### config.mk
export PLATFORM = sky130hd
export DESIGN_NAME = phmb_queue
export DESIGN_NICKNAME = d
export VERILOG_FILES = /design/src/rtl/phmb_pkg.sv /design/src/rtl/phmb_queue.sv
export SDC_FILE = /design/constraint.sdc
export NUM_CORES = 1
export LEC_CHECK = 0
export BUFFER_PORTS_ARGS = -buffer_cell sky130_fd_sc_hd__buf_4
export CORE_UTILIZATION = 50
export DETAILED_ROUTE_END_ITERATION = 10
export PLACE_DENSITY = 0.73
export SYNTH_ARGS = -nofsm -noshare
export SYNTH_HDL_FRONTEND = slang
export SYNTH_SLANG_ARGS = --single-unit
### constraint.sdc
create_clock -name clock -period 1.8 [get_ports clock]
set_input_delay 0.36 -clock clock [delete_from_list [all_inputs] [get_ports clock]]
set_output_delay 0.36 -clock clock [all_outputs]
set_load 0.05 [all_outputs]
### src/rtl/phmb_pkg.sv
// ----------------------------------------------------------------------------
// phmb_pkg
// Shared types and constants of the per-pixel histogram median block.
// ----------------------------------------------------------------------------
package phmb_pkg;

   localparam int ROW_W = 5;
   localparam int COL_W = 5;
   localparam int PIX_W = ROW_W + COL_W;
   localparam int BIN_W = 8;
   localparam int CNT_W = 16;
   localparam int TOT_W = 24;
   localparam int MED_W = 9;
   localparam int MAX_DIM = 32;

   localparam logic [1:0] REQ_SAMPLE = 2'd0;
   localparam logic [1:0] REQ_QUERY  = 2'd1;
   localparam logic [1:0] REQ_CLEAR  = 2'd2;

   localparam logic [1:0] CSR_SAMPLE_INTERVAL = 2'd0;
   localparam logic [1:0] CSR_BIN_SIZE        = 2'd1;
   localparam logic [1:0] CSR_IMAGE_ROWS      = 2'd2;
   localparam logic [1:0] CSR_IMAGE_COLS      = 2'd3;

   // reciprocal scale: bin = (pixel * ceil(2^RECIP_SHIFT / bin_size)) >> RECIP_SHIFT
   localparam int RECIP_SHIFT = 17;
   localparam int DIV_W = 18;

   typedef struct packed {
      logic [1:0]       kind;
      logic [PIX_W-1:0] pidx;
      logic [BIN_W-1:0] bin;
   } qent_type;

   typedef struct packed {
      logic busy;
      logic done;
   } div_stat_type;

endpackage

### src/rtl/phmb_queue.sv
// ----------------------------------------------------------------------------
// phmb_queue
// Four-entry register FIFO between front and back.
// ----------------------------------------------------------------------------
module phmb_queue (
   input  logic               clock,
   input  logic               reset,
   input  logic               push,
   input  phmb_pkg::qent_type push_ent,
   output logic               full,
   input  logic               pop,
   output logic               avail,
   output phmb_pkg::qent_type head
);
   phmb_pkg::qent_type mem_ff [4];
   logic [1:0] wp_ff, rp_ff;
   logic [2:0] cnt_ff;

   assign full  = (cnt_ff == 3'd4);
   assign avail = (cnt_ff != 3'd0);
   assign head  = mem_ff[rp_ff];

   always_ff @(posedge clock) begin
      if (reset) begin
         wp_ff  <= '0;
         rp_ff  <= '0;
         cnt_ff <= '0;
      end else begin
         if (push) wp_ff <= wp_ff + 2'd1;
         if (pop)  rp_ff <= rp_ff + 2'd1;
         cnt_ff <= cnt_ff + {2'b00, push} - {2'b00, pop};
      end
      if (push) mem_ff[wp_ff] <= push_ent;
   end
endmodule

# ---- Word-level counts from Yosys, hierarchy flattened
# Memories as Yosys holds them, arrays and structs flattened. A register that Yosys moved wholly into a read port is not among the register bits.
# Cells that the tools add are included.
dict set report op_classes {
  addsub 4
  eq_ne 1
  mux 4
  n_reduce_logical 1
}
# cell count
set ops {}
lappend ops {{$add 2x1->2 const B} 2}
lappend ops {{$mux 2} 2}
lappend ops {{$add 3x1->3} 1}
lappend ops {{$eq 3x3->1 const B} 1}
lappend ops {{$reduce_bool 3->1} 1}
lappend ops {{$sub 3x1->3} 1}
lappend ops {{$mux 1} 2}
dict set report totals {
  regBits 7
  ram_bits 80
  input_bits 24
  out_inout_bits 22
  word_cells 14
  memories 1
}
# name depth word_bits rd rd_clocked_by_memory_dff write_ports line_no
set memory_table {}
lappend memory_table {mem_ff 4 20 1 1 1 phmb_queue.sv:15} ;# phmb_pkg::qent_type mem_ff [4];

# ---- Logic depth before layout (Yosys ltp)
# Gate-level depths: netlist of run 1.
dict set report depth {
  ltp_word 3
  depth_mapped 7
  mapped_depth_nobuf 7
}

# ---- Worst setup path before layout of run 1
# No wires, ideal clock.
dict set report synth_path {
  path_type {reg-to-output}
  startpoint {reg (tool-made name)}
  endpoint {out head[0] (netlist name)}
  t_arrival_ns 1.180
  required_ns 1.440
  setup_slack_ns 0.260
  path_stages_with_launch 3
  n_path_buf 1
  cell_sequence {dfxtp_1 > buf_6 > mux4_2}
}
# item line_no
set synth_rtl {}
lappend synth_rtl {{end, declared} phmb_queue.sv:13} ;# output phmb_pkg::qent_type head

==> results.txt, run 1 <==
Power spread over the standard cell area amounts to 1180 nW/um^2. The floorplan step defined a die boundary enclosing 6980 um^2. The final reports fail on negative setup slack. The number of DRC violations after detailed-routing iteration 0 was 93; the post-layout instance area was 4150 um^2. The starting density of the core was 0.521; the sink count of the clock tree was 89.

Kind of end point of the critical path: an output pin. The synthesized netlist contains 19 unique library cells. Dividing the detail-routed wire length by the instance count gives 18.3 um. Pin placement for this block handled 46 I/O pins.

The run gives 1545 as the total number of vias. Global routing finished with a remaining overflow of 0. The critical path goes through buf_12 -> mux4_2 -> buf_6. Final number of hold-violating endpoints: 0. The DRC violation count after routing came out at 0. The depth of the critical timing path with buffers and inverters included was 3; the maximum number of pins on one net before global-route repair was 21. The largest fanout on the critical path works out to 10.

For the area inside the core boundary, the log shows 6390 um^2. The run gives 0.777 as the part of the Yosys area used for sequential elements. Derived from the worst setup path, the maximum achievable clock frequency is 517 MHz. The number of global-route vias before repair is 1792, and the post-synthesis area per instance is 22.8 um^2. The leakage power summed over all cells was 1.47 nW. Yosys printed 0 warnings. The wire length of the first global-routing pass is 8620 um, and the total cell area at the placement stage is 3840 um^2.

Final number of max-transition violations: 0. The worst setup path is of the register to output pin kind. The depth of the worst hold-timing path works out to 1.

The maximum clock insertion buffer count is 2. The floorplan has 29 rows. For this run, the slowest stage of the critical path takes 530 ps. The highest-delay cell along the critical path is sky130_fd_sc_hd__mux4_2. The depth of the CTS H-tree was 3; the fraction of layout cells with a size suffix above 1 was 0.432. The run gives 146 as the synthesized instance count.

The number of nets handed over by synthesis was 177. The post-layout minimum cycle time came out at 1930 ps. Before antenna repair, the detailed router went through 4 iterations.

The type of the tightest min-delay check is input port to register. The total power is 4.89 mW. At the end of routability-driven placement, the weighted congestion stood at 0.685.

For the worst-skew pair, the clock arrives at the later sink with an insertion delay of 340 ps. For the minimum setup slack in the final design, the log shows -133 ps. The final-report setup violation count was 20; the summed instance area of the synthesized netlist was 3330 um^2.

The tightest hold path in the finished design has a slack of 214 ps. The total of max-cap violations is 0, and the area growth from synthesis to layout is 24.9%. The final net count came out at 239.

The multi-input gate area in the final layout was 689 um^2; the routed wire length was 5310 um. Across the whole layout, storage elements account for 2590 um^2. Clock tree synthesis inserted a total of 9 buffers. TritonCTS built the clock tree. After synthesis the netlist holds a flip-flop and latch count of 89.

For the number of antenna cells inserted, the log shows 0. Summed over all nets, the half-perimeter wirelength after detailed placement is 3570 um. The normalized max-slew margin is 0.649, and the overall die width is 83.6 um. Setup repair after global routing could not meet its margin everywhere. The fraction of the cycle the final worst path needs was 1.07.

The tools report the overall track demand over capacity in global routing as 0.169. Number of antenna violations at the first check in global routing: 0. Family of cells with the greatest summed delay on the critical path: multiplexers. The tools report the cell at the root of the clock tree as sky130_fd_sc_hd__clkbuf_8. The detail-routed via count per cell works out to 5.33. The fill cell total of the finished layout was 421.

The worst setup path is launched from a register. The flow ran to the end, but the final reports show violations. For the worst setup path, the data required time is 1440 ps. Across the routed clock network, the largest skew measured is 9.84 ps. The cell depth of the worst flop-to-flop path works out to 7.

Clock-pin slew was measured on the worst setup and hold paths at 80 ps. Residual antenna-violating net count after detailed routing: 0. The number of port buffers came out at 45.

Together, buffers and inverters on the worst path number 2. For the pin with the worst max-slew slack, the measured transition is 527 ps. The y dimension of the die was 83.6 um; the data arrival at the endpoint of the critical path was 1570 ps. The run gives 0.617 mV as the peak supply drop.
path summary, 6_finish.rpt:
path | end | slack [ps] | from
max reg2reg | cnt_ff[2]$_SDFF_PP0_ | 190 | cnt_ff[0]$_SDFF_PP0_
min | mem_ff[0][5]$_DFFE_PP_ | 210 | push_ent[5]
min reg2reg | register | 540 | rp_ff[1]$_SDFFE_PP0P_
max | head[5] | -130 | register
sequential cells by signal, indices dropped and copies added (netlist names), named ones only:
register  flops
mem_ff       80
cnt_ff        3
rp_ff         2
wp_ff         2
cell type report:
| type | instances | share of cell area |
|---|---|---|
| multi-input cells | 47 | 0.166 |
| inverters | 6 | 0.00542 |
| clock buffers | 10 | 0.0307 |
| flip-flops and latches | 89 | 0.623 |
| well taps | 77 | 0.0232 |
| repair buffers | 55 | 0.127 |
| clock inverters | 6 | 0.0256 |
metal layers:
metal / track usage / vias up / part of all wire
li1: - / 709 / -
met5: 0 / - / 0
met4: 0.0894 / 0 / 0.019
met3: 0.0366 / 11 / 0.030
met2: 0.298 / 31 / 0.55
met1: 0.193 / 794 / 0.40
kinds of logic (layout without fill, tap and decap cells):
| logic type | count (synthesis) | in the layout | synth area share |
|---|---|---|---|
| xor gates and xnor gates | 3 | 3 | 0.0124 |
| and+or+nand+nor | 14 | 14 | 0.0230 |
| adders and majority gates | 7 | 7 | 0.0286 |
| buffers and inverters | 10 | 77 | 0.0166 |
| AOI/OAI and AO/OA | 2 | 2 | 0.00451 |
| muxes | 21 | 21 | 0.138 |
| DFF | 89 | 89 | 0.777 |
synthesized netlist by cell type (all sizes together):
cell | n | area, um^2
nor2b | 2 | 12.5
a21oi | 1 | 5.00
inv | 6 | 22.5
and2 | 4 | 25.0
ha | 6 | 75.1
nand3b | 1 | 7.51
xor3 | 1 | 23.8
fa | 1 | 20.0
a21bo | 1 | 10.0
nor2 | 5 | 18.8
or3 | 1 | 6.26
mux2i | 1 | 10.0
edfxtp | 80 | 2400
and3 | 1 | 6.26
dfxtp | 9 | 180
buf | 4 | 32.5
mux4 | 20 | 450
xnor2 | 2 | 17.5
report_power, final:
part	switching, mW	total, mW	internal (mW)
combinational	0.528	0.921	0.393
sequential	0.0442	2.41	2.37
clock	0.638	1.55	0.915
total	1.21	4.89	3.68
metrics by stage:
step                setup slack (ps)  std cells  setup TNS, ps  utilization
floorplan                        260        146              0            -
global placement                 124        274              0        0.601
global route                    -179        290          -3330        0.650
finish                          -133        290          -2280        0.650
CTS                             -154        290          -2760        0.650
detailed placement              36.8        274              0        0.601
timing repair:
| action | in CTS | in global routing |
|---|---|---|
| endpoints found under the setup margin | 20 | 40 |
| endpoints found under the hold margin | 0 | 0 |
| resized for setup | 22 | 1 |
| hold buffers | 0 | 0 |
| buffers inserted | 0 | 0 |
layout by cell type (no fill, tap or decap), types with 3 or more instances in the layout:
cell / instances
sky130_fd_sc_hd__buf_6: 20
sky130_fd_sc_hd__bufinv_16: 3
sky130_fd_sc_hd__buf_12: 3
sky130_fd_sc_hd__buf_4: 32
sky130_fd_sc_hd__inv_1: 6
sky130_fd_sc_hd__mux4_2: 20
sky130_fd_sc_hd__ha_1: 6
sky130_fd_sc_hd__dfxtp_1: 8
sky130_fd_sc_hd__edfxtp_1: 80
sky130_fd_sc_hd__nor2_1: 5
sky130_fd_sc_hd__clkbuf_8: 9
sky130_fd_sc_hd__and2_1: 3
Note: power is estimated with default switching activity, not from simulation.
==> run 2: changes to the inputs <==
==> constraint.sdc (replaced) <==
create_clock -name clock -period 2.5 [get_ports clock]
set_input_delay 0.5 -clock clock [delete_from_list [all_inputs] [get_ports clock]]
set_output_delay 0.5 -clock clock [all_outputs]
set_load 0.05 [all_outputs]
==> run 2 against run 1 <==
Effect of this change: the run now ends clean; sequential power decreased by 28%; first-iteration DRC count fell by 3.2%; via count is 0.97% lower; wire length is 3.1% lower; clock skew shrank 3.1 ps; die area stayed put; cell count down 0.34%; register-to-register slack better by 720 ps; critical path type unchanged.
==> results.txt, run 2 (synthesis results as in run 1) <==
The depth of the worst hold-timing path is 1. The repair_antennas step left the layout with diodes totalling 0. The run finished with clean final reports.

The largest registers in the layout are mem_ff (80), cnt_ff (3). Detail-routed via count per cell: 5.29. The critical path is of the register to output pin type.

The tools report the number of antenna violations at the first check in global routing as 0. The share of the core filled with cells in the final layout is 0.619, and the reg2reg setup slack is 910 ps. The detail route stage leaves a number of antenna-violating nets equal to 0. The tools report the final number of hold-violating endpoints as 0.

The fraction of the cycle the final worst path needs is 0.857, and the standard-cell row count is 29. Cell depth of the worst flop-to-flop path: 7. The top cell types in the final layout, fill and taps aside, are 80 x sky130_fd_sc_hd__edfxtp_1, 56 x sky130_fd_sc_hd__buf_4, 20 x sky130_fd_sc_hd__mux4_2.

The tools report the kind of end point of the critical path as an output pin. The clock passes through at most 2 buffers. The number of iterations in the first detailed-routing pass was 4.

The tools report the origin of the critical flop-to-flop path as cnt_ff[0]$_SDFF_PP0_. The routed wire length is 5150 um. Overall track demand over capacity in global routing: 0.163. The detail-routed net length per standard cell works out to 17.8 um.

The congestion estimate from routability-driven global placement came to 0.685. The largest fanout on the critical path was 10; the maximum achievable frequency was 467 MHz. The final number of max-transition violations was 0.

Clock tree synthesis selected as its root buffer the cell sky130_fd_sc_hd__clkbuf_8. The estimated wirelength of the detail-placed design came out at 3580 um. The final layout contains 240 nets.

The die covers 6980 um^2. The number of primary I/O pins was 46; the clock transition time at the flip-flop clock pins of the worst setup and hold paths was 80 ps. The worst register-to-register path ends at cnt_ff[2]$_SDFF_PP0_. Global-route congestion overflow total: 0.

The floorplan step set the die height to 83.6 um. Buffers inserted during clock tree synthesis total 9. After layout, the design draws a total of 3.12 mW. The region available for standard cell placement spans 6390 um^2. For hold timing, the worst endpoint is mem_ff[3][2]$_DFFE_PP_. The detailed router finished its first iteration with 90 violations. Leaving out fill and tap cells, the most frequent cell in the layout is sky130_fd_sc_hd__edfxtp_1. Between clock sinks in the finished design, the worst skew comes to 6.74 ps.

The run gives 0.812 as the normalized max-slew margin. The tools report the critical hold path startpoint as push_ent[2]. For the total of max-cap violations, the log shows 0.

In this run the static leakage power is 1.40 nW. Depth of the CTS H-tree: 3. The worst hold path belongs to the class input port to register.

The fill cell total of the finished layout is 434. The data arrival at the endpoint of the critical path is 1640 ps, and the clock latency at the later pin of the worst-skew pair is 330 ps. On the final layout, the worst hold slack is 361 ps.

Entering global routing, the biggest net connects 21 pins. Fraction of layout cells with a size suffix above 1: 0.410. Post-CTS timing repair inserted 0 buffers for setup. The post-layout minimum cycle time was 2140 ps; the power density normalized to cell area was 788 nW/um^2. The number of flip-flops under the largest register name was 80.

The final-report setup violation count is 0. The detailed router placed 1530 vias in this run. The tools report the number of global-route vias before repair as 1661.

Data on the critical path is required at its endpoint by 2000 ps. Summed over all failing endpoints, the final setup total negative slack is 0 ps. The slew at the pin with the worst max-slew slack is 282 ps, and the sink count of the clock tree is 89. TritonCTS built the clock tree.

The peak supply drop is 0.530 mV, and the number of port buffers is 45. For the DRC violation count after routing, the log shows 0. The wire length of the first global-routing pass is 8290 um. For this design, the CTS-stage hold fixing added 0 buffers. In this run, post-CTS repair resized a total of 0 instances. The die is 83.6 um wide. The starting density of the core was 0.521. The area growth from synthesis to layout is 18.9%. Ranked by flip-flop count, first place goes to mem_ff. The tools report the kind of launch point of the worst setup path as a register. Setup repair after global routing left no endpoint under its margin.
## run 2: area by class of cell
| class | count | area (um^2) | area share |
|---|---|---|---|
| repair buffers | 56 | 420 | 0.106 |
| multi-input cells | 47 | 688 | 0.174 |
| clock inverters | 1 | 5.00 | 0.00127 |
| well taps | 77 | 96.3 | 0.0244 |
| flip-flops and latches | 89 | 2580 | 0.653 |
| clock buffers | 13 | 139 | 0.0351 |
| inverters | 6 | 22.5 | 0.00570 |
## run 2: where the power goes
group | total (mW) | switching (mW) | internal (mW) | leakage (nW)
clock network | 0.770 | 0.420 | 0.351 | 0.0733
logic | 0.609 | 0.368 | 0.241 | 0.519
registers | 1.74 | 0.0286 | 1.71 | 0.809
total | 3.12 | 0.817 | 2.30 | 1.40
## run 2: critical path, cell delays in order, from the launching register on
cell and delay [ps]:
sky130_fd_sc_hd__dfxtp_1 330, sky130_fd_sc_hd__buf_4 230, sky130_fd_sc_hd__mux4_2 540, sky130_fd_sc_hd__buf_4 210
## run 2: per-stage QoR
stage	instance area [um^2]	std cells	setup WS, ps
3_5_place_dp	3810	275	646
5_1_grt	3950	289	257
2_1_floorplan	3330	146	820
3_3_place_gp	3810	275	690
4_1_cts	3950	289	313
6_report	3950	289	358
## run 2: worst max path at each step
stage	from	endpoint	cells after the start
after global routing	register	head[15]	3
after CTS	register	head[3]	3
after floorplan	register	head[0]	2
after detailed placement	pop	cnt_ff[2]$_SDFF_PP0_	7
final	register	head[15]	3
after global placement	register	head[6]	3
## run 2: layer usage
metal / GRT usage / up-vias / part of all wire
met5: 0 / - / 0
met4: 0.0678 / 0 / 0.013
met3: 0.0465 / 7 / 0.050
met2: 0.274 / 38 / 0.52
met1: 0.201 / 776 / 0.41
li1: - / 709 / -
