$ cat config.mk
export PLATFORM = sky130hd
export DESIGN_NAME = phmb_front_flat
export DESIGN_NICKNAME = d
export VERILOG_FILES = /design/src/rtl/phmb_pkg.sv /design/src/rtl/phmb_if.sv /design/src/rtl/phmb_div.sv /design/src/rtl/phmb_front.sv /design/src/flat_wrapper.sv
export SDC_FILE = /design/constraint.sdc
export NUM_CORES = 1
export LEC_CHECK = 0
export BUFFER_PORTS_ARGS = -buffer_cell sky130_fd_sc_hd__clkbuf_2
export CORE_ASPECT_RATIO = 1.25
export CORE_MARGIN = 8
export CORE_UTILIZATION = 35
export CTS_CLUSTER_SIZE = 16
export DETAILED_ROUTE_END_ITERATION = 7
export SLEW_MARGIN = 20
export SYNTH_ARGS = -nofsm -noshare
export SYNTH_HDL_FRONTEND = slang
export SYNTH_SLANG_ARGS = --single-unit
$ cat constraint.sdc
create_clock -name clock -period 13.83 [get_ports clock]
set_input_delay 1.383 -clock clock [delete_from_list [all_inputs] [get_ports clock]]
set_output_delay 1.383 -clock clock [all_outputs]
set_load 0.01 [all_outputs]
$ cat src/rtl/phmb_pkg.sv
// ----------------------------------------------------------------------------
// phmb_pkg
// Shared types and constants of the per-pixel histogram median block.
// ----------------------------------------------------------------------------
package phmb_pkg;

   localparam int ROW_W = 5;
   localparam int COL_W = 5;
   localparam int PIX_W = ROW_W + COL_W;
   localparam int BIN_W = 8;
   localparam int CNT_W = 16;
   localparam int TOT_W = 24;
   localparam int MED_W = 9;
   localparam int MAX_DIM = 32;

   localparam logic [1:0] REQ_SAMPLE = 2'd0;
   localparam logic [1:0] REQ_QUERY  = 2'd1;
   localparam logic [1:0] REQ_CLEAR  = 2'd2;

   localparam logic [1:0] CSR_SAMPLE_INTERVAL = 2'd0;
   localparam logic [1:0] CSR_BIN_SIZE        = 2'd1;
   localparam logic [1:0] CSR_IMAGE_ROWS      = 2'd2;
   localparam logic [1:0] CSR_IMAGE_COLS      = 2'd3;

   // reciprocal scale: bin = (pixel * ceil(2^RECIP_SHIFT / bin_size)) >> RECIP_SHIFT
   localparam int RECIP_SHIFT = 17;
   localparam int DIV_W = 18;

   typedef struct packed {
      logic [1:0]       kind;
      logic [PIX_W-1:0] pidx;
      logic [BIN_W-1:0] bin;
   } qent_type;

   typedef struct packed {
      logic busy;
      logic done;
   } div_stat_type;

endpackage

$ cat src/rtl/phmb_if.sv
// ----------------------------------------------------------------------------
// phmb_req_if / phmb_rsp_if
// Request and response channels with valid/ready handshake.
// ----------------------------------------------------------------------------
interface phmb_req_if;
   logic       valid;
   logic       ready;
   logic [1:0] req_type;
   logic [7:0] pixel_value;
   logic [4:0] query_row;
   logic [4:0] query_col;
   modport source (output valid, req_type, pixel_value, query_row, query_col, input ready);
   modport sink   (input valid, req_type, pixel_value, query_row, query_col, output ready);
endinterface


$ cat src/rtl/phmb_div.sv
// ----------------------------------------------------------------------------
// phmb_div
// Bit-serial restoring divider, one quotient bit per cycle.
// ----------------------------------------------------------------------------
module phmb_div (
   input  logic                         clock,
   input  logic                         reset,
   input  logic                         start,
   input  logic [phmb_pkg::DIV_W-1:0]   dividend,
   input  logic [15:0]                  divisor,
   output logic [phmb_pkg::DIV_W-1:0]   quotient,
   output logic [15:0]                  remainder,
   output phmb_pkg::div_stat_type       stat
);
   logic [16:0]                r_ff, r_in;
   logic [phmb_pkg::DIV_W-1:0] q_ff, q_in;
   logic [15:0]                d_ff, d_in;
   logic [4:0]                 cnt_ff, cnt_in;
   logic                       busy_ff, busy_in, done_ff, done_in;
   logic [16:0]                rs;

   always_comb begin
      r_in    = r_ff;
      q_in    = q_ff;
      d_in    = d_ff;
      cnt_in  = cnt_ff;
      busy_in = busy_ff;
      done_in = 1'b0;
      rs      = {r_ff[15:0], q_ff[phmb_pkg::DIV_W-1]};
      if (start) begin
         r_in    = '0;
         q_in    = dividend;
         d_in    = divisor;
         cnt_in  = 5'(phmb_pkg::DIV_W);
         busy_in = 1'b1;
      end else if (busy_ff) begin
         if (rs >= {1'b0, d_ff}) begin
            r_in = rs - {1'b0, d_ff};
            q_in = {q_ff[phmb_pkg::DIV_W-2:0], 1'b1};
         end else begin
            r_in = rs;
            q_in = {q_ff[phmb_pkg::DIV_W-2:0], 1'b0};
         end
         cnt_in = cnt_ff - 5'd1;
         if (cnt_ff == 5'd1) begin
            busy_in = 1'b0;
            done_in = 1'b1;
         end
      end
   end

   always_ff @(posedge clock) begin
      if (reset) begin
         busy_ff <= 1'b0;
         done_ff <= 1'b0;
         cnt_ff  <= '0;
      end else begin
         busy_ff <= busy_in;
         done_ff <= done_in;
         cnt_ff  <= cnt_in;
      end
      r_ff <= r_in;
      q_ff <= q_in;
      d_ff <= d_in;
   end

   assign quotient  = q_ff;
   assign remainder = r_ff[15:0];
   assign stat      = '{busy: busy_ff, done: done_ff};
endmodule

$ cat src/rtl/phmb_front.sv
// ----------------------------------------------------------------------------
// phmb_front
// Accepts requests, tracks raster position and frame phase, works out the
// bin of sampled pixels and hands work to the queue.
// ----------------------------------------------------------------------------
module phmb_front (
   input  logic               clock,
   input  logic               reset,
   phmb_req_if.sink           req,
   input  logic               csr_we,
   input  logic [1:0]         csr_index,
   input  logic [15:0]        csr_wdata,
   output logic               push,
   output phmb_pkg::qent_type push_ent,
   input  logic               q_full
);
   logic [15:0] si_ff;
   logic [8:0]  bs_ff;
   logic [5:0]  rows_ff, cols_ff;
   logic [4:0]  row_ff, row_in, col_ff, col_in;
   logic [15:0] frame_ff, frame_in, rem_ff, rem_in;
   logic [phmb_pkg::DIV_W-1:0] recip_ff;
   logic        rem_go_ff, recip_go_ff;

   logic [15:0] si_eff;
   logic [8:0]  bs_eff;
   logic [5:0]  rows_eff, cols_eff;
   logic        busy, accept;
   logic [25:0] prod;
   logic [5:0]  col_nxt, row_nxt;
   logic [16:0] rem_nxt;

   logic [phmb_pkg::DIV_W-1:0] rem_q, recip_q;
   logic [15:0] rem_r, recip_r;
   phmb_pkg::div_stat_type rem_st, recip_st;

   assign si_eff   = (si_ff == 16'd0) ? 16'd1 : si_ff;
   assign bs_eff   = (bs_ff == 9'd0) ? 9'd1 : bs_ff;
   assign rows_eff = (rows_ff == 6'd0) ? 6'd1 :
                     (rows_ff > 6'(phmb_pkg::MAX_DIM)) ? 6'(phmb_pkg::MAX_DIM) : rows_ff;
   assign cols_eff = (cols_ff == 6'd0) ? 6'd1 :
                     (cols_ff > 6'(phmb_pkg::MAX_DIM)) ? 6'(phmb_pkg::MAX_DIM) : cols_ff;

   phmb_div u_rem_div (
      .clock, .reset,
      .start     (rem_go_ff),
      .dividend  ({2'b00, frame_ff}),
      .divisor   (si_eff),
      .quotient  (rem_q),
      .remainder (rem_r),
      .stat      (rem_st)
   );

   phmb_div u_recip_div (
      .clock, .reset,
      .start     (recip_go_ff),
      .dividend  (18'(1 << phmb_pkg::RECIP_SHIFT) + 18'(bs_eff) - 18'd1),
      .divisor   ({7'd0, bs_eff}),
      .quotient  (recip_q),
      .remainder (recip_r),
      .stat      (recip_st)
   );

   assign busy = rem_go_ff | recip_go_ff | rem_st.busy | rem_st.done |
                 recip_st.busy | recip_st.done;
   assign req.ready = !busy && !q_full;
   assign accept    = req.valid && req.ready;

   assign prod = req.pixel_value * recip_ff;

   always_comb begin
      col_in   = col_ff;
      row_in   = row_ff;
      frame_in = frame_ff;
      rem_in   = rem_ff;
      col_nxt  = {1'b0, col_ff} + 6'd1;
      row_nxt  = {1'b0, row_ff} + 6'd1;
      rem_nxt  = {1'b0, rem_ff} + 17'd1;
      push     = 1'b0;
      push_ent.kind = req.req_type;
      push_ent.pidx = {req.query_row, req.query_col};
      push_ent.bin  = prod[phmb_pkg::RECIP_SHIFT+phmb_pkg::BIN_W-1:phmb_pkg::RECIP_SHIFT];
      if (rem_st.done) rem_in = rem_r;
      if (accept) begin
         case (req.req_type)
            phmb_pkg::REQ_SAMPLE: begin
               push_ent.pidx = {row_ff, col_ff};
               push = (rem_ff == 16'd0);
               if (col_nxt >= cols_eff) begin
                  col_in = '0;
                  if (row_nxt >= rows_eff) begin
                     row_in   = '0;
                     frame_in = frame_ff + 16'd1;
                     if (frame_ff == 16'hFFFF || rem_nxt == {1'b0, si_eff})
                        rem_in = '0;
                     else
                        rem_in = rem_nxt[15:0];
                  end else begin
                     row_in = row_nxt[4:0];
                  end
               end else begin
                  col_in = col_nxt[4:0];
               end
            end
            phmb_pkg::REQ_QUERY: push = 1'b1;
            phmb_pkg::REQ_CLEAR: push = 1'b1;
            default: push = 1'b0;
         endcase
      end
   end

   always_ff @(posedge clock) begin
      if (reset) begin
         si_ff       <= 16'd50;
         bs_ff       <= 9'd1;
         rows_ff     <= 6'd32;
         cols_ff     <= 6'd32;
         row_ff      <= '0;
         col_ff      <= '0;
         frame_ff    <= '0;
         rem_ff      <= '0;
         recip_ff    <= 18'(1 << phmb_pkg::RECIP_SHIFT);
         rem_go_ff   <= 1'b0;
         recip_go_ff <= 1'b0;
      end else begin
         row_ff      <= row_in;
         col_ff      <= col_in;
         frame_ff    <= frame_in;
         rem_ff      <= rem_in;
         rem_go_ff   <= csr_we && (csr_index == phmb_pkg::CSR_SAMPLE_INTERVAL);
         recip_go_ff <= csr_we && (csr_index == phmb_pkg::CSR_BIN_SIZE);
         if (recip_st.done) recip_ff <= recip_q;
         if (csr_we) begin
            case (csr_index)
               phmb_pkg::CSR_SAMPLE_INTERVAL: si_ff <= csr_wdata;
               phmb_pkg::CSR_BIN_SIZE:        bs_ff <= csr_wdata[8:0];
               phmb_pkg::CSR_IMAGE_ROWS:      rows_ff <= csr_wdata[5:0];
               phmb_pkg::CSR_IMAGE_COLS:      cols_ff <= csr_wdata[5:0];
               default: ;
            endcase
         end
      end
   end

   // quotient of the phase divider and remainder of the reciprocal are not needed
   logic unused_bits;
   assign unused_bits = ^{rem_q, recip_r};
endmodule

$ cat src/flat_wrapper.sv
// flat-port wrapper written by rule: the top's interface ports become plain ports
module phmb_front_flat 
  (clock, reset, csr_we, csr_index, csr_wdata, push, push_ent, q_full, req_valid, req_req_type, req_pixel_value, req_query_row, req_query_col, req_ready);
  phmb_req_if req_i ();
  input  logic clock;
  input  logic reset;
  input  logic csr_we;
  input  logic [1:0] csr_index;
  input  logic [15:0] csr_wdata;
  output logic push;
  output phmb_pkg::qent_type push_ent;
  input  logic q_full;
  input wire logic [$bits(req_i.valid)-1:0] req_valid;
  input wire logic [$bits(req_i.req_type)-1:0] req_req_type;
  input wire logic [$bits(req_i.pixel_value)-1:0] req_pixel_value;
  input wire logic [$bits(req_i.query_row)-1:0] req_query_row;
  input wire logic [$bits(req_i.query_col)-1:0] req_query_col;
  output wire logic [$bits(req_i.ready)-1:0] req_ready;
  assign req_i.valid = req_valid;
  assign req_i.req_type = req_req_type;
  assign req_i.pixel_value = req_pixel_value;
  assign req_i.query_row = req_query_row;
  assign req_i.query_col = req_query_col;
  assign req_ready = req_i.ready;
  phmb_front u_core (.clock(clock), .reset(reset), .req(req_i), .csr_we(csr_we), .csr_index(csr_index), .csr_wdata(csr_wdata), .push(push), .push_ent(push_ent), .q_full(q_full));
endmodule
[After elaboration in Yosys (flattened, before gate mapping)]
Cells that the tools add are included.
Widths: inputs -> output; s select.
Storage, ports and cells
  register bits after elaboration: 206
  input port bits: 43
  output and inout port bits: 22
Cells by class
  add/sub/neg operators: 10
  multipliers: 1
  order comparisons: 6
  equality and inequality tests: 9
  mux-type cells: 38
  bitwise gates (word level): 7
  reductions and logical operators: 28
Operators with widths (count)
  $mux 16: 11
  $mux 18: 2
  $logic_not 16->1: 2
  $mux 5: 6
  $mul 8x18->25: 1
  $mux 6: 4
  $mux 10: 2
  $add 18x9->18 const A: 1
  $sub 18x1->18 const B: 1
  $add 16x1->17 const B: 1
  $eq 17x16->1: 1
  $ge 17x16->1: 1
  $ge 17x9->1: 1
  $add 16x1->16 const B: 1
  $eq 16x16->1 const B: 1
  $sub 16x16->16: 1
  $sub 16x9->16: 1
  $add 5x1->6 const B: 2
  $ge 6x6->1: 2
  $gt 6x6->1 const B: 2
  $logic_not 6->1: 2
  $mux 1: 11
  $eq 5x1->1 const B: 2
  $reduce_and 2->1: 5
  17 further kinds: 35

[Logic depth before layout (Yosys ltp)]
  depth after elaboration: 9
  mapped depth: 19
  depth with buffers taken out: 18

[Hierarchy]
Synthesis repeated with hierarchy kept, for this count alone.
Unflattened totals
  cells, all modules: 1750
  area, all modules: 16189.3 um^2
Modules (own cells, without submodules)
  phmb_front: times used 1, cells an instance 1152, area each 9638.0 um^2, sequential area each 1981.9 um^2
  phmb_div: times used 2, cells an instance 299, area each 3275.6 um^2, sequential area each 1481.4 um^2

[Least setup slack after synthesis]
OpenSTA, ideal clock, no wires.
  path kind: input-to-output
  start point: input port req_pixel_value[7]
  end point: output port push_ent[7] (netlist bit)
  arrival: 5657 ps
  setup slack: 6790 ps
  cell stages on the path: 16
  cells stage by stage: clkbuf_1 -> and2_1 -> fa_1 -> fa_1 -> fa_1 -> inv_1 -> fa_1 -> inv_1 -> ha_1 -> a21o_1 -> a311oi_1 -> nand3_1 -> a211o_1 -> a211o_1 -> a21oi_1 -> xnor2_1
RTL lines
  start, declared: line flat_wrapper.sv:15  | input wire logic [$bits(req_i.pixel_value)-1:0] req_pixel_value;
  end, declared: line flat_wrapper.sv:11  | output phmb_pkg::qent_type push_ent;

==> flow_metrics.env <==
export IMPL_setup_viol=0
export IMPL_drt_vias_per_instance=5.18
export IMPL_relSlewSlack_pct=28.7
export IMPL_skew_ns=0.0137
export IMPL_cp_end_kind="output port"
export IMPL_worstPathRequired_ns=12.45
export IMPL_fmax_mhz=130
export IMPL_crit_type="input pin to output port"
export IMPL_fin_cells=2276
export IMPL_fp_dieArea_um2=50300
export IMPL_drt_iter0_drc=638
export IMPL_worst_hold_path_type="register to register"
export IMPL_multi_input_area_um2=9460
export IMPL_grt_pass1_vias=12200
export IMPL_cts_tree="built"
export IMPL_synth_edf_count=59
export IMPL_netlist_area_leader_share_pct=19.4
export IMPL_syn_area_um2=15200
export IMPL_synth_most_common_cell="nand2_1"
export IMPL_worstPathArrival_ns=6.33
export IMPL_clk_path_buf_depth=3
export IMPL_drive_gt1_share_pct=8.71
export IMPL_seqCellArea_um2=4720
export IMPL_top_layer="met4"
export IMPL_hold_depth=2
export IMPL_initial_utilization_pct=35.3
export IMPL_power_density_nw_per_um2=108
export IMPL_place_gp_congestion=0.897
export IMPL_grt_max_degree=70
export IMPL_die_h_um=249
export IMPL_ys_top_cells_by_area="dfxtp_1 (19%), fa_1 (13%), edfxtp_1 (12%), ha_1 (7.5%), and2_1 (4.8%)"
export IMPL_clkPwrFrac_pct=33.2
export IMPL_comb_power_share_pct=26.0
export IMPL_tightestPinTransition_ns=1.07
export IMPL_die_w_um=202
export IMPL_dp_hpwl_um=27300
export IMPL_wl_um=36400
export IMPL_ant_nets=0
export IMPL_ioPinCount=65
export IMPL_fin_tns_setup_ns=0
export IMPL_async_flop_share_pct=0
export IMPL_cts_made_buffers=22
export IMPL_dr_wl_met2_um=18400
export IMPL_num_vias=11800
export IMPL_dr_wl_met3_um=1490
export IMPL_switchingPower_uw=555
export IMPL_dp_cells=2236
export IMPL_status="complete, no violations"
export IMPL_switching_share_pct=31.0
export IMPL_clock_latency_ns=0.50
export IMPL_drc=0
export IMPL_period_needed_ns=7.71
export IMPL_synth_common_cells="nand2_1 (167), inv_1 (164), nor2_1 (152), dfxtp_1 (147), and2_1 (117)"
export IMPL_maxCapViolations=0
export IMPL_cp_start_kind="input pin"
export IMPL_cts_root_buf="clkbuf_16"
export IMPL_yosysWarnings=0
export IMPL_cts_max_level=1
export IMPL_cts_setup_buffers=0
export IMPL_antenna_found_initial=1
export IMPL_grt_pass1_wl_um=61200
export IMPL_core_area_um2=43000
export IMPL_netlist_instances=1701
export IMPL_clkSinkCount=206
export IMPL_std_cell_rows=85
export IMPL_min_from="u_core.si_ff[0]"
export IMPL_syn_avg_cell_area_um2=8.92
export IMPL_r2r_slack_ns=9.51
export IMPL_r2r_cells=8
export IMPL_rsz0062_at_grt="false"
export IMPL_grt_ovfl_total=0
export IMPL_peakVddDrop_uv=76.7
export IMPL_whs_endpoint="u_core.si_ff[0]"
export IMPL_wl_per_cell_um=16.0
export IMPL_slew_violations=0
export IMPL_hold_viol_final=0
export IMPL_fill_cells=4360
export IMPL_layout_area_overhead_vs_synth_pct=9.56
export IMPL_cts_resized=0
export IMPL_internal_power_uw=1230
export IMPL_r2r_start="u_core.recip_go_ff"
export IMPL_r2r_end="u_core.frame_ff[9]"
export IMPL_finalCritPeriodShare_pct=55.8
export IMPL_cp_max_fo=18
export IMPL_path_clk_slew_ns=0.06
export IMPL_fin_nets=1925
export IMPL_p_leak_uw=0.00715
export IMPL_yosys_register_bits=206
export IMPL_wl_met1_um=15700
export IMPL_synth_nets=1931
export IMPL_yosysUniqueCellTypes=75
export IMPL_portBuffers=64
export IMPL_seqPwrFrac_pct=40.9
export IMPL_yosysSeqAreaShare_pct=31.1
export IMPL_synth_top_area_cell="dfxtp_1"
export IMPL_dr_pass1_iters=5
export IMPL_grt_use_total_pct=14.4
export IMPL_ys_flop_type="dfxtp_1"
export IMPL_cts_hold_buf=0
-- layout by cell type (no fill, tap or decap), drive strengths merged, types with 29 or more instances in the layout --
cell	Yosys	routed
nor4	29	29
nand2	167	167
dfxtp	147	147
fa	96	96
mux2i	56	56
nor3	40	40
ha	91	91
edfxtp	59	59
and2	117	117
o21ai	40	40
inv	164	164
nor2	152	152
clkbuf	84	99
a21oi	68	68
xnor2	51	51
nand3	40	40
-- layout make-up --
type	instances	share of cell area [%]
clock buffer	36	4.13
sequential	206	28.4
clock inverter	3	0.264
antenna	1	0.0151
multi-input combinational	1229	56.9
tap	565	4.25
timing repair buffer	72	2.30
inverter	164	3.70
-- stage by stage --
step	hold WS [ns]	total power (µW)	util, %	cell area [µm²]	setup slack [ns]
global route	0.522	1900	38.7	16600	5.88
global placement	0.466	1190	36.9	15900	6.20
finish	0.486	1790	38.7	16600	6.12
floorplan	0.436	1090	-	15200	6.79
detailed placement	0.483	1210	37.0	15900	6.10
CTS	0.493	1810	38.7	16600	6.10
-- worst max-delay path by stage --
stage | startpoint | to | slack [ns] | cells after the start
6_report | req_pixel_value[7] | push_ent[7] | 6.12 | 18
5_1_grt | req_pixel_value[4] | push_ent[7] | 5.88 | 18
4_1_cts | req_pixel_value[7] | push_ent[7] | 6.10 | 18
3_5_place_dp | req_pixel_value[7] | push_ent[7] | 6.10 | 18
3_3_place_gp | req_pixel_value[7] | push_ent[7] | 6.20 | 18
2_1_floorplan | req_pixel_value[7] | push_ent[7] | 6.79 | 16
-- power by group through the flow --
stage	registers, µW	logic (µW)	clock network [µW]
floorplan	720	366	0
global placement	743	452	0
finish	731	465	593
global route	737	526	634
CTS	731	467	612
detailed placement	744	463	0
-- flip-flops by register name (all words and copies together), names as in the netlist, 5 cells and up --
signal                       count
u_core.recip_ff                 18
u_core.u_recip_div.quotient     18
u_core.u_rem_div.quotient       18
u_core.frame_ff                 16
u_core.rem_ff                   16
u_core.si_ff                    16
u_core.u_recip_div.r_ff         16
u_core.u_rem_div.d_ff           16
u_core.u_rem_div.r_ff           16
u_core.bs_ff                     9
u_core.u_recip_div.d_ff          9
u_core.cols_ff                   6
u_core.rows_ff                   6
u_core.col_ff                    5
u_core.row_ff                    5
u_core.u_recip_div.cnt_ff        5
u_core.u_rem_div.cnt_ff          5
-- cell families after synthesis --
family,Yosys count,synth area share (%)
AO/OA/AOI/OAI,226,9.97
buffers and inverters,266,6.80
adder cells (fa/ha/maj),187,20.2
AND/OR/NAND/NOR,664,22.3
multiplexers,74,5.03
XOR/XNOR,78,4.60
flip-flops,206,31.1
-- metal layers --
metal	global-route usage, %	vias up
met4	4.54	0
met5	0	-
li1	-	5752
met1	17.3	5736
met2	26.1	240
met3	1.81	53
-- worst max-delay path, cell delays in order --
cell and delay, ns:
clkbuf_2 0.24, and2_1 0.26, fa_1 0.50, fa_1 0.53, fa_1 0.55, inv_1 0.05
fa_1 0.52, inv_1 0.04, ha_1 0.30, a21o_1 0.18, a211o_1 0.29, o211ai_1 0.14
nand3_1 0.15, a211o_1 0.34, a211o_1 0.32, a21oi_1 0.22, xnor2_1 0.15, clkbuf_2 0.16
No activity file was read; power rests on OpenSTA's default activity.
